$ cat config.mk
export PLATFORM = sky130hd
export DESIGN_NAME = discrete_pid_controller
export DESIGN_NICKNAME = d
export VERILOG_FILES = /design/src/hw/rtl/dpid_pkg.sv /design/src/hw/rtl/dpid_div.sv /design/src/hw/rtl/discrete_pid_controller.sv
export VERILOG_INCLUDE_DIRS = /design/src /design/src/hw/rtl
export SDC_FILE = /design/constraint.sdc
export NUM_CORES = 2
export LEC_CHECK = 0
export BUFFER_PORTS_ARGS = -buffer_cell sky130_fd_sc_hd__buf_4
export CAP_MARGIN = 20
export CORE_UTILIZATION = 45
export CTS_BUF_LIST = sky130_fd_sc_hd__clkbuf_16
export CTS_CLUSTER_DIAMETER = 50
export DETAILED_ROUTE_END_ITERATION = 12
export GPL_ROUTABILITY_DRIVEN = 1
export GPL_TIMING_DRIVEN = 0
export PLACE_DENSITY = 0.63
export REMOVE_ABC_BUFFERS = 1
export SLEW_MARGIN = 30
export SYNTH_ARGS = -nofsm -noshare
export SYNTH_HDL_FRONTEND = slang
export SYNTH_SLANG_ARGS = --single-unit
$ cat constraint.sdc
create_clock -name clk -period 14.85 [get_ports clk]
set_input_delay 0.7425 -clock clk [delete_from_list [all_inputs] [get_ports clk]]
set_output_delay 0.7425 -clock clk [all_outputs]
set_load 0.005 [all_outputs]
$ cat src/hw/rtl/assert_macros.svh
// Assertion macros shared by the RTL that checks its own sequencing.
// Expects a clock named clk and an active-low asynchronous reset named arst_n.
`ifndef ASSERT_MACROS_SVH
`define ASSERT_MACROS_SVH

// Same-cycle implication, disabled while in reset.
`define ASSERT_IMPL(label, ante, cons, msg) \
	label: assert property (@(posedge clk) disable iff (!arst_n) (ante) |-> (cons)) \
		else $error(msg);

// Next-cycle implication, disabled while in reset.
`define ASSERT_NEXT(label, ante, cons, msg) \
	label: assert property (@(posedge clk) disable iff (!arst_n) (ante) |=> (cons)) \
		else $error(msg);

`endif

$ cat src/hw/rtl/dpid_pkg.sv
// Package for the discrete PID controller: sequencer states, register indexes,
// divider request/status structs and shared constants. No dependencies.
package dpid_pkg;

	typedef enum logic [3:0] {
		ST_IDLE,
		ST_INC,
		ST_INTEG,
		ST_IE_LO,
		ST_IE_HI,
		ST_DMUL,
		ST_DIV_START,
		ST_DIV,
		ST_SUM,
		ST_U_LO,
		ST_U_HI,
		ST_DONE
	} dpid_state_t;

	localparam logic [1:0] REG_KP = 2'd0;
	localparam logic [1:0] REG_KI = 2'd1;
	localparam logic [1:0] REG_KD = 2'd2;
	localparam logic [1:0] REG_T0 = 2'd3;

	localparam logic [31:0] KP_RESET = 32'h0001_0000;
	localparam logic [31:0] T0_RESET = 32'h0001_0000;

	// index of the last quotient step of the divider, one quotient bit per cycle
	localparam logic [5:0] DIV_LAST_STEP = 6'd47;

	// intermediate term magnitude limit, 2^48 raw
	localparam logic [48:0] TERM_LIM = 49'h1_0000_0000_0000;

	typedef struct packed {
		logic        start;
		logic [47:0] num;
		logic [31:0] den;
	} dpid_div_req_t;

	typedef struct packed {
		logic        done;
		logic        ovf;
		logic [47:0] quot;
	} dpid_div_sts_t;

	function automatic logic [31:0] mag32(input logic [31:0] v);
		return v[31] ? (~v + 32'd1) : v;
	endfunction

endpackage

$ cat src/hw/rtl/dpid_div.sv
// Restoring divider: trunc(num * 2^16 / den), one quotient bit per cycle.
// Flags overflow when the quotient reaches 2^48. Depends on dpid_pkg.
module dpid_div (
	input  logic                    clk,
	input  logic                    arst_n,
	input  dpid_pkg::dpid_div_req_t req,
	output dpid_pkg::dpid_div_sts_t sts
);

	logic        busy_q;
	logic        done_q;
	logic        ovf_q;
	logic [5:0]  cnt_q;
	logic [31:0] den_q;
	logic [31:0] rem_q;
	logic [47:0] quo_q;
	logic [32:0] trial;
	logic [33:0] diff;
	logic        fits;
	logic        start_ovf;

	assign trial     = {rem_q, quo_q[47]};
	assign diff      = {1'b0, trial} - {2'b00, den_q};
	assign fits      = !diff[33];
	// quotient >= 2^48 exactly when num / 2^32 >= den
	assign start_ovf = {16'h0000, req.num[47:32]} >= req.den;

	always_ff @(posedge clk or negedge arst_n) begin
		if (!arst_n) begin
			busy_q <= 1'b0;
			done_q <= 1'b0;
			ovf_q  <= 1'b0;
		end else begin
			done_q <= 1'b0;
			if (req.start) begin
				ovf_q  <= start_ovf;
				busy_q <= !start_ovf;
				done_q <= start_ovf;
			end else if (busy_q && cnt_q == dpid_pkg::DIV_LAST_STEP) begin
				busy_q <= 1'b0;
				done_q <= 1'b1;
			end
		end
	end

	always_ff @(posedge clk) begin
		if (req.start) begin
			den_q <= req.den;
			rem_q <= {16'h0000, req.num[47:32]};
			quo_q <= {req.num[31:0], 16'h0000};
			cnt_q <= 6'd0;
		end else if (busy_q) begin
			// shift the next dividend bit in, subtract when it fits
			rem_q <= fits ? diff[31:0] : trial[31:0];
			quo_q <= {quo_q[46:0], fits};
			cnt_q <= cnt_q + 6'd1;
		end
	end

	assign sts.done = done_q;
	assign sts.ovf  = ovf_q;
	assign sts.quot = quo_q;

endmodule

$ cat src/hw/rtl/discrete_pid_controller.sv
// Positional discrete PID controller, u = K*(e + I*E + D*(e - e_prev)/T0), Q16.16.
// Each item runs the sequencer from INC to DONE, the DIV state being cut short when the
// derivative quotient overflows; a new item is taken only in IDLE, once the last result
// is loaded; the shared 32x32 multiplier and one-bit-per-cycle divider set the schedule.
// Reset: gains K=1.0, I=D=0, T0=1.0; error history and integral cleared, first-sample set.
`include "assert_macros.svh"

module discrete_pid_controller (
	input  logic               clk,
	input  logic               arst_n,
	// input item channel
	input  logic               in_valid,
	output logic               in_stall,
	input  logic signed [15:0] target_speed,
	input  logic signed [15:0] measured_speed,
	// result item channel
	output logic               out_valid,
	input  logic               out_stall,
	output logic signed [31:0] drive_command,
	output logic               saturated,
	// configuration port
	input  logic               psel,
	input  logic               penable,
	input  logic               pwrite,
	input  logic [3:0]         paddr,
	input  logic [31:0]        pwdata,
	output logic [31:0]        prdata,
	output logic               pready
);

	// Configuration registers
	logic [31:0] kp_q;
	logic [31:0] ki_q;
	logic [31:0] kd_q;
	logic [31:0] t0_q;
	logic        cfg_wr;

	// Sequencer
	dpid_pkg::dpid_state_t state_q;
	dpid_pkg::dpid_state_t state_d;

	// Per-item working registers
	logic signed [16:0] e_q;
	logic signed [17:0] de_q;
	logic signed [47:0] integ_q;
	logic signed [49:0] ie_q;
	logic [49:0]        sum_mag_q;
	logic               sum_neg_q;
	logic [81:0]        acc_q;
	logic               sat_q;

	// Controller state carried across items
	logic signed [16:0] prev_q;
	logic signed [47:0] err_int_q;
	logic               first_q;

	// Result register
	logic               out_valid_q;
	logic signed [31:0] drive_command_q;
	logic               saturated_q;

	// Datapath signals
	logic [31:0] t0_eff;
	logic [16:0] e_mag;
	logic [49:0] inc_val;
	logic [16:0] prev_sel;
	logic [49:0] int_base;
	logic [49:0] integ_raw;
	logic        integ_ovf;
	logic [47:0] integ_clip;
	logic [17:0] de_val;
	logic [47:0] integ_mag;
	logic [17:0] de_abs;
	logic [65:0] ie_p;
	logic        ie_clip;
	logic [48:0] ie_mag;
	logic [49:0] ie_val;
	logic [48:0] dt_mag;
	logic [49:0] dt_val;
	logic [50:0] sum_val;
	logic [50:0] sum_abs;
	logic [65:0] u_p;
	logic        u_neg;
	logic [65:0] u_lim;
	logic        u_clip;
	logic [31:0] u_mag;
	logic [31:0] mul_a;
	logic [31:0] mul_b;
	logic [63:0] prod;
	logic        in_accept;
	logic        out_load;

	dpid_pkg::dpid_div_req_t div_req;
	dpid_pkg::dpid_div_sts_t div_sts;

	// ------------------------------------------------------------------
	// Configuration port: zero wait states, written on the access phase
	// ------------------------------------------------------------------
	assign pready = 1'b1;
	assign cfg_wr = psel && penable && pwrite && pready;

	always_ff @(posedge clk or negedge arst_n) begin
		if (!arst_n) begin
			kp_q <= dpid_pkg::KP_RESET;
			ki_q <= 32'd0;
			kd_q <= 32'd0;
			t0_q <= dpid_pkg::T0_RESET;
		end else if (cfg_wr) begin
			unique case (paddr[3:2])
				dpid_pkg::REG_KP: kp_q <= pwdata;
				dpid_pkg::REG_KI: ki_q <= pwdata;
				dpid_pkg::REG_KD: kd_q <= pwdata;
				dpid_pkg::REG_T0: t0_q <= pwdata;
				default: ;
			endcase
		end
	end

	always_comb begin
		unique case (paddr[3:2])
			dpid_pkg::REG_KP: prdata = kp_q;
			dpid_pkg::REG_KI: prdata = ki_q;
			dpid_pkg::REG_KD: prdata = kd_q;
			dpid_pkg::REG_T0: prdata = t0_q;
			default:          prdata = 32'd0;
		endcase
	end

	// ------------------------------------------------------------------
	// Datapath terms
	// ------------------------------------------------------------------
	// A zero period counts as one LSB for both the integral and the division.
	assign t0_eff = (t0_q == 32'd0) ? 32'd1 : t0_q;
	assign e_mag  = e_q[16] ? (~e_q + 17'd1) : e_q;

	// Integral update: inc = T0*e, first sample starts from zero with e_prev = e.
	assign inc_val   = e_q[16] ? (~{2'b00, acc_q[47:0]} + 50'd1) : {2'b00, acc_q[47:0]};
	assign prev_sel  = first_q ? e_q : prev_q;
	assign int_base  = first_q ? 50'd0 : {{2{err_int_q[47]}}, err_int_q};
	assign integ_raw = int_base + inc_val;
	assign integ_ovf = !(integ_raw[49:47] == 3'b000 || integ_raw[49:47] == 3'b111);
	assign integ_clip = !integ_ovf ? integ_raw[47:0] :
		(integ_raw[49] ? 48'h8000_0000_0000 : 48'h7FFF_FFFF_FFFF);
	assign de_val    = {e_q[16], e_q} - {prev_sel[16], prev_sel};

	assign integ_mag = integ_q[47] ? (~integ_q + 48'd1) : integ_q;
	assign de_abs    = de_q[17] ? (~de_q + 18'd1) : de_q;

	// I*E term: drop 16 fraction bits, clip magnitude to 2^48.
	assign ie_p    = acc_q[81:16];
	assign ie_clip = ie_p > {17'd0, dpid_pkg::TERM_LIM};
	assign ie_mag  = ie_clip ? dpid_pkg::TERM_LIM : ie_p[48:0];
	assign ie_val  = (ki_q[31] ^ integ_q[47]) ? (~{1'b0, ie_mag} + 50'd1) : {1'b0, ie_mag};

	// D*(e - e_prev)/T0 term: an overflowing quotient clips to 2^48.
	assign dt_mag = div_sts.ovf ? dpid_pkg::TERM_LIM : {1'b0, div_sts.quot};
	assign dt_val = (kd_q[31] ^ de_q[17]) ? (~{1'b0, dt_mag} + 50'd1) : {1'b0, dt_mag};

	assign sum_val = {{18{e_q[16]}}, e_q, 16'h0000}
		+ {ie_q[49], ie_q} + {dt_val[49], dt_val};
	assign sum_abs = sum_val[50] ? (~sum_val + 51'd1) : sum_val;

	// Output: drop fraction bits, clip to the signed 32-bit range.
	assign u_p    = acc_q[81:16];
	assign u_neg  = kp_q[31] ^ sum_neg_q;
	assign u_lim  = u_neg ? 66'h0_8000_0000 : 66'h0_7FFF_FFFF;
	assign u_clip = u_p > u_lim;
	assign u_mag  = u_clip ? u_lim[31:0] : u_p[31:0];

	// ------------------------------------------------------------------
	// Shared unsigned 32x32 multiplier; operands are magnitudes
	// ------------------------------------------------------------------
	always_comb begin
		unique case (state_q)
			dpid_pkg::ST_INC: begin
				mul_a = t0_eff;
				mul_b = {15'd0, e_mag};
			end
			dpid_pkg::ST_IE_LO: begin
				mul_a = dpid_pkg::mag32(ki_q);
				mul_b = integ_mag[31:0];
			end
			dpid_pkg::ST_IE_HI: begin
				mul_a = dpid_pkg::mag32(ki_q);
				mul_b = {16'd0, integ_mag[47:32]};
			end
			dpid_pkg::ST_DMUL: begin
				mul_a = dpid_pkg::mag32(kd_q);
				mul_b = {15'd0, de_abs[16:0]};
			end
			dpid_pkg::ST_U_LO: begin
				mul_a = dpid_pkg::mag32(kp_q);
				mul_b = sum_mag_q[31:0];
			end
			dpid_pkg::ST_U_HI: begin
				mul_a = dpid_pkg::mag32(kp_q);
				mul_b = {14'd0, sum_mag_q[49:32]};
			end
			default: begin
				mul_a = 32'd0;
				mul_b = 32'd0;
			end
		endcase
	end

	assign prod = mul_a * mul_b;

	// ------------------------------------------------------------------
	// Derivative divider
	// ------------------------------------------------------------------
	assign div_req.start = (state_q == dpid_pkg::ST_DIV_START);
	assign div_req.num   = acc_q[47:0];
	assign div_req.den   = t0_eff;

	dpid_div u_div (
		.clk    (clk),
		.arst_n (arst_n),
		.req    (div_req),
		.sts    (div_sts)
	);

	// ------------------------------------------------------------------
	// Sequencer
	// ------------------------------------------------------------------
	assign in_stall  = (state_q != dpid_pkg::ST_IDLE);
	assign in_accept = in_valid && !in_stall;
	// hold the finished result until the output register frees up
	assign out_load  = (state_q == dpid_pkg::ST_DONE) && (!out_valid_q || !out_stall);

	always_comb begin
		state_d = state_q;
		unique case (state_q)
			dpid_pkg::ST_IDLE:      if (in_valid) state_d = dpid_pkg::ST_INC;
			dpid_pkg::ST_INC:       state_d = dpid_pkg::ST_INTEG;
			dpid_pkg::ST_INTEG:     state_d = dpid_pkg::ST_IE_LO;
			dpid_pkg::ST_IE_LO:     state_d = dpid_pkg::ST_IE_HI;
			dpid_pkg::ST_IE_HI:     state_d = dpid_pkg::ST_DMUL;
			dpid_pkg::ST_DMUL:      state_d = dpid_pkg::ST_DIV_START;
			dpid_pkg::ST_DIV_START: state_d = dpid_pkg::ST_DIV;
			dpid_pkg::ST_DIV:       if (div_sts.done) state_d = dpid_pkg::ST_SUM;
			dpid_pkg::ST_SUM:       state_d = dpid_pkg::ST_U_LO;
			dpid_pkg::ST_U_LO:      state_d = dpid_pkg::ST_U_HI;
			dpid_pkg::ST_U_HI:      state_d = dpid_pkg::ST_DONE;
			dpid_pkg::ST_DONE:      if (out_load) state_d = dpid_pkg::ST_IDLE;
			default:                state_d = dpid_pkg::ST_IDLE;
		endcase
	end

	always_ff @(posedge clk or negedge arst_n) begin
		if (!arst_n) begin
			state_q <= dpid_pkg::ST_IDLE;
		end else begin
			state_q <= state_d;
		end
	end

	// Working registers: advance one step of the schedule per state
	always_ff @(posedge clk) begin
		unique case (state_q)
			dpid_pkg::ST_IDLE: begin
				if (in_accept) begin
					e_q   <= {target_speed[15], target_speed}
						- {measured_speed[15], measured_speed};
					sat_q <= 1'b0;
				end
			end
			dpid_pkg::ST_INC: begin
				acc_q <= {18'd0, prod};
			end
			dpid_pkg::ST_INTEG: begin
				integ_q <= integ_clip;
				de_q    <= de_val;
				sat_q   <= sat_q | integ_ovf;
			end
			dpid_pkg::ST_IE_LO: begin
				acc_q <= {18'd0, prod};
			end
			dpid_pkg::ST_IE_HI: begin
				acc_q <= acc_q + {prod[49:0], 32'd0};
			end
			dpid_pkg::ST_DMUL: begin
				ie_q  <= ie_val;
				sat_q <= sat_q | ie_clip;
				acc_q <= {18'd0, prod};
			end
			dpid_pkg::ST_SUM: begin
				sum_mag_q <= sum_abs[49:0];
				sum_neg_q <= sum_val[50];
				sat_q     <= sat_q | div_sts.ovf;
			end
			dpid_pkg::ST_U_LO: begin
				acc_q <= {18'd0, prod};
			end
			dpid_pkg::ST_U_HI: begin
				acc_q <= acc_q + {prod[49:0], 32'd0};
			end
			default: ;
		endcase
	end

	// Controller history: commit at the end of each item
	always_ff @(posedge clk or negedge arst_n) begin
		if (!arst_n) begin
			prev_q    <= 17'sd0;
			err_int_q <= 48'sd0;
			first_q   <= 1'b1;
		end else if (out_load) begin
			prev_q    <= e_q;
			err_int_q <= integ_q;
			first_q   <= 1'b0;
		end
	end

	// Result register: drop valid once taken, reload on a finished item
	always_ff @(posedge clk or negedge arst_n) begin
		if (!arst_n) begin
			out_valid_q <= 1'b0;
		end else if (out_load) begin
			out_valid_q <= 1'b1;
		end else if (!out_stall) begin
			out_valid_q <= 1'b0;
		end
	end

	always_ff @(posedge clk) begin
		if (out_load) begin
			drive_command_q <= u_neg ? (~u_mag + 32'd1) : u_mag;
			saturated_q     <= sat_q | u_clip;
		end
	end

	assign out_valid     = out_valid_q;
	assign drive_command = drive_command_q;
	assign saturated     = saturated_q;

	// ------------------------------------------------------------------
	// Checks
	// ------------------------------------------------------------------
	`ASSERT_IMPL(a_out_from_done, $rose(out_valid_q), $past(state_q) == dpid_pkg::ST_DONE, "result raised outside the final step")
	`ASSERT_IMPL(a_div_done_waiting, div_sts.done, state_q == dpid_pkg::ST_DIV, "divider finished while the sequencer was not waiting")
	`ASSERT_NEXT(a_accept_starts, in_accept, state_q == dpid_pkg::ST_INC, "accepted item did not start the schedule")
	`ASSERT_IMPL(a_first_cleared, $rose(out_valid_q), !first_q, "first-sample flag still set after a result")

endmodule
==> metrics.txt <==
status complete, no violations; minimum clock period 14.41 ns; most common cell in the netlist inv_1; critical path class flop to flop; global-route wire length before repair 434000 um; Slew HR 28.9%; fmax 69.4 MHz; total grt overflow 0; critical path's slowest cell a2111o_1; YS warnings 0; final hold viol count 0; Post-Syn Instances 9095; post-synthesis sequential area ratio 21.3%; vias in the first global route 68185; met2 WL 125000 um; Seq cells post-synth 620; prevailing post-synth register cell edfxtp_1; crit path max fanout 11; Crit Reg-Reg Startpoint integ_q[20]; Vias/cell 5.94; Worst Skew 0.0520 ns; input/output buffers 139; met3 WL post-DR 27900 um; drt drc 0; Routed WL 290000 um; Yosys cell types 92; TritonCTS buffer count 94; Routed Antenna Nets 0; GPL Wtd Cong 1.02; I/O Pins 143; largest net degree at the start of global routing 85; Final HPWL DP 234000 um; Register-to-Register Path Depth 41; Post-Syn Area 0.0807 mm^2; # rows 155; ratio of cells with drive above 1 in the final layout 10.8%; fin crit share 97.0%; Crit path required time 15.41 ns; Hold EP kd_q[1]; Die W 426 um; die height 426 um; worst reg2reg endpoint acc_q[77]; top cell type's share of synthesized area 23.2%; H-tree Lvls 3; Synth Area per Inst 8.88 um^2; Total GRT Usage 32.1%; worst hold start pwdata[1]; Final Setup Violations 0; Final WS setup 0.444 ns; Post-synth ARST share 32.6%; RSZ-0062 raised after global routing no; Bufs on Longest Clock Path 3; EDFF count, synth 380; most frequent CP cell fa_1; vias 68393; Worst-Skew Late Latency 0.75 ns; number of max-cap violations 0; DR WL/cell 25.2 um; die area 0.181 mm^2; routed length on met1 115000 um; Slew Viols, Final 0; core area 0.178 mm^2; clock sinks 620; worst slack, placed -0.0875 ns; TritonCTS clock tree yes; Pre-Repair DR Iteration Count 9; starting density of the core 45.3%; Clk pin slew, worst setup/hold paths 0.06 ns; Post-layout nets 10643; clk root buf clkbuf_16; Max Used Layer met5; CP endpoint kind flop; WP data arrival 14.96 ns; Cells on Worst Hold Path 3; CP Launch Type flop; antenna violations before repair 12; DRT iter0 DRCs 6798; slack of the worst reg-to-reg path 0.44 ns; Yosys top cell by area fa_1; Least-Margin Pin Slew 1.06 ns; commonest cells in the synthesized netlist 1283 x inv_1, 1017 x nand2_1, 936 x fa_1; Area contributors post-synth fa_1 23%, edfxtp_1 14%, ha_1 8.6%; Min-Delay Path Class input port to flop; CP max stage delay 0.70 ns; filler cell count 16654; Setup TNS 0 ns; Area Growth Syn to Fin 11.6%
==> kinds of logic after synthesis <==
logic type                 Yosys count  share of synthesized area, %
DFF                                620                          21.3
other                                1                       0.00464
xor gates and xnor gates           550                          5.98
muxes                              275                          4.21
adders and majority gates         1488                          31.8
and+or+nand+nor                   2771                          15.5
AOI/OAI and AO/OA                 1614                          12.9
buffers and inverters             1776                          8.30
==> state kept, by name (all words and copies together) (netlist names), 4 cells and up <==
register	cells
u_div.rem_q	32
kd_q	32
state_q	4
t0_q	32
ki_q	32
integ_q	48
de_q	18
acc_q	82
kp_q	32
ie_q	50
drive_command	32
u_div.den_q	32
u_div.quo_q	48
u_div.cnt_q	6
prev_q	17
e_q	17
sum_mag_q	50
err_int_q	48
==> metal layers <==
layer	vias up	track usage, %
li1	30194	-
met3	802	7.29
met5	-	0
met1	34007	41.7
met4	14	20.8
met2	3376	48.2
==> placed cells by master, fill, tap and decap left out, drive strengths merged, types with 302 or more instances in the layout <==
| cell | count |
|---|---|
| buf | 377 |
| xnor2 | 302 |
| a21oi | 362 |
| nand2 | 1017 |
| nor2 | 887 |
| ha | 552 |
| o21ai | 448 |
| inv | 1321 |
| fa | 936 |
| edfxtp | 380 |
==> worst max-delay path: cells and delay by family (launching register included) <==
| kind | cells | cell delay, ns |
|---|---|---|
| buffers and inverters | 5 | 0.29 |
| adder cells (fa/ha/maj) | 10 | 4.93 |
| XOR/XNOR | 2 | 0.66 |
| AO/OA/AOI/OAI | 10 | 2.64 |
| AND/OR/NAND/NOR | 14 | 5.22 |
| flip-flops | 1 | 0.48 |
==> area by class of cell <==
cell class | count | area [um^2] | share of cell area (%)
Multi-Input combinational cell | 6699 | 57900 | 64.3
Sequential cell | 620 | 17200 | 19.1
Inverter | 1287 | 4840 | 5.38
Timing Repair Buffer | 378 | 4020 | 4.46
Tap cell | 2355 | 2950 | 3.27
Clock buffer | 96 | 2400 | 2.67
Clock inverter | 81 | 716 | 0.794
Antenna cell | 3 | 7.51 | 0.00833
==> stage by stage <==
stage                     instances  area, um^2  utilization, %  hold slack [ns]
after global placement        11100       82900            46.4            0.465
after CTS                     11513       89900            50.4            0.203
after floorplan                8606       78900               -            0.447
final                         11519       90100            50.5            0.231
after detailed placement      11335       86800            48.6            0.479
after global routing          11517       90100            50.5            0.228
==> worst max path at each step <==
stage,endpoint,slack (ns),cells after the start,start
6_report,acc_q[77],0.44,41,integ_q[20]
5_1_grt,acc_q[77],0.03,41,integ_q[20]
4_1_cts,acc_q[79],0.06,44,integ_q[11]
3_5_place_dp,acc_q[77],-0.09,40,integ_q[11]
3_3_place_gp,acc_q[75],-7.73,36,state_q[0]
2_1_floorplan,acc_q[79],1.56,42,integ_q[20]
==> timing repair <==
action / 4_1_cts / 5_1_grt
endpoints found under the setup margin: 4 / 11
pin swaps: 0 / 3
buffers inserted: 0 / 3
gates resized for setup: 4 / 12
hold buffers: 1 / 0
endpoints found under the hold margin: 29 / 0
Power is not shown: default switching activity piles up to over one toggle a cycle in this logic, so the estimate is an artifact.
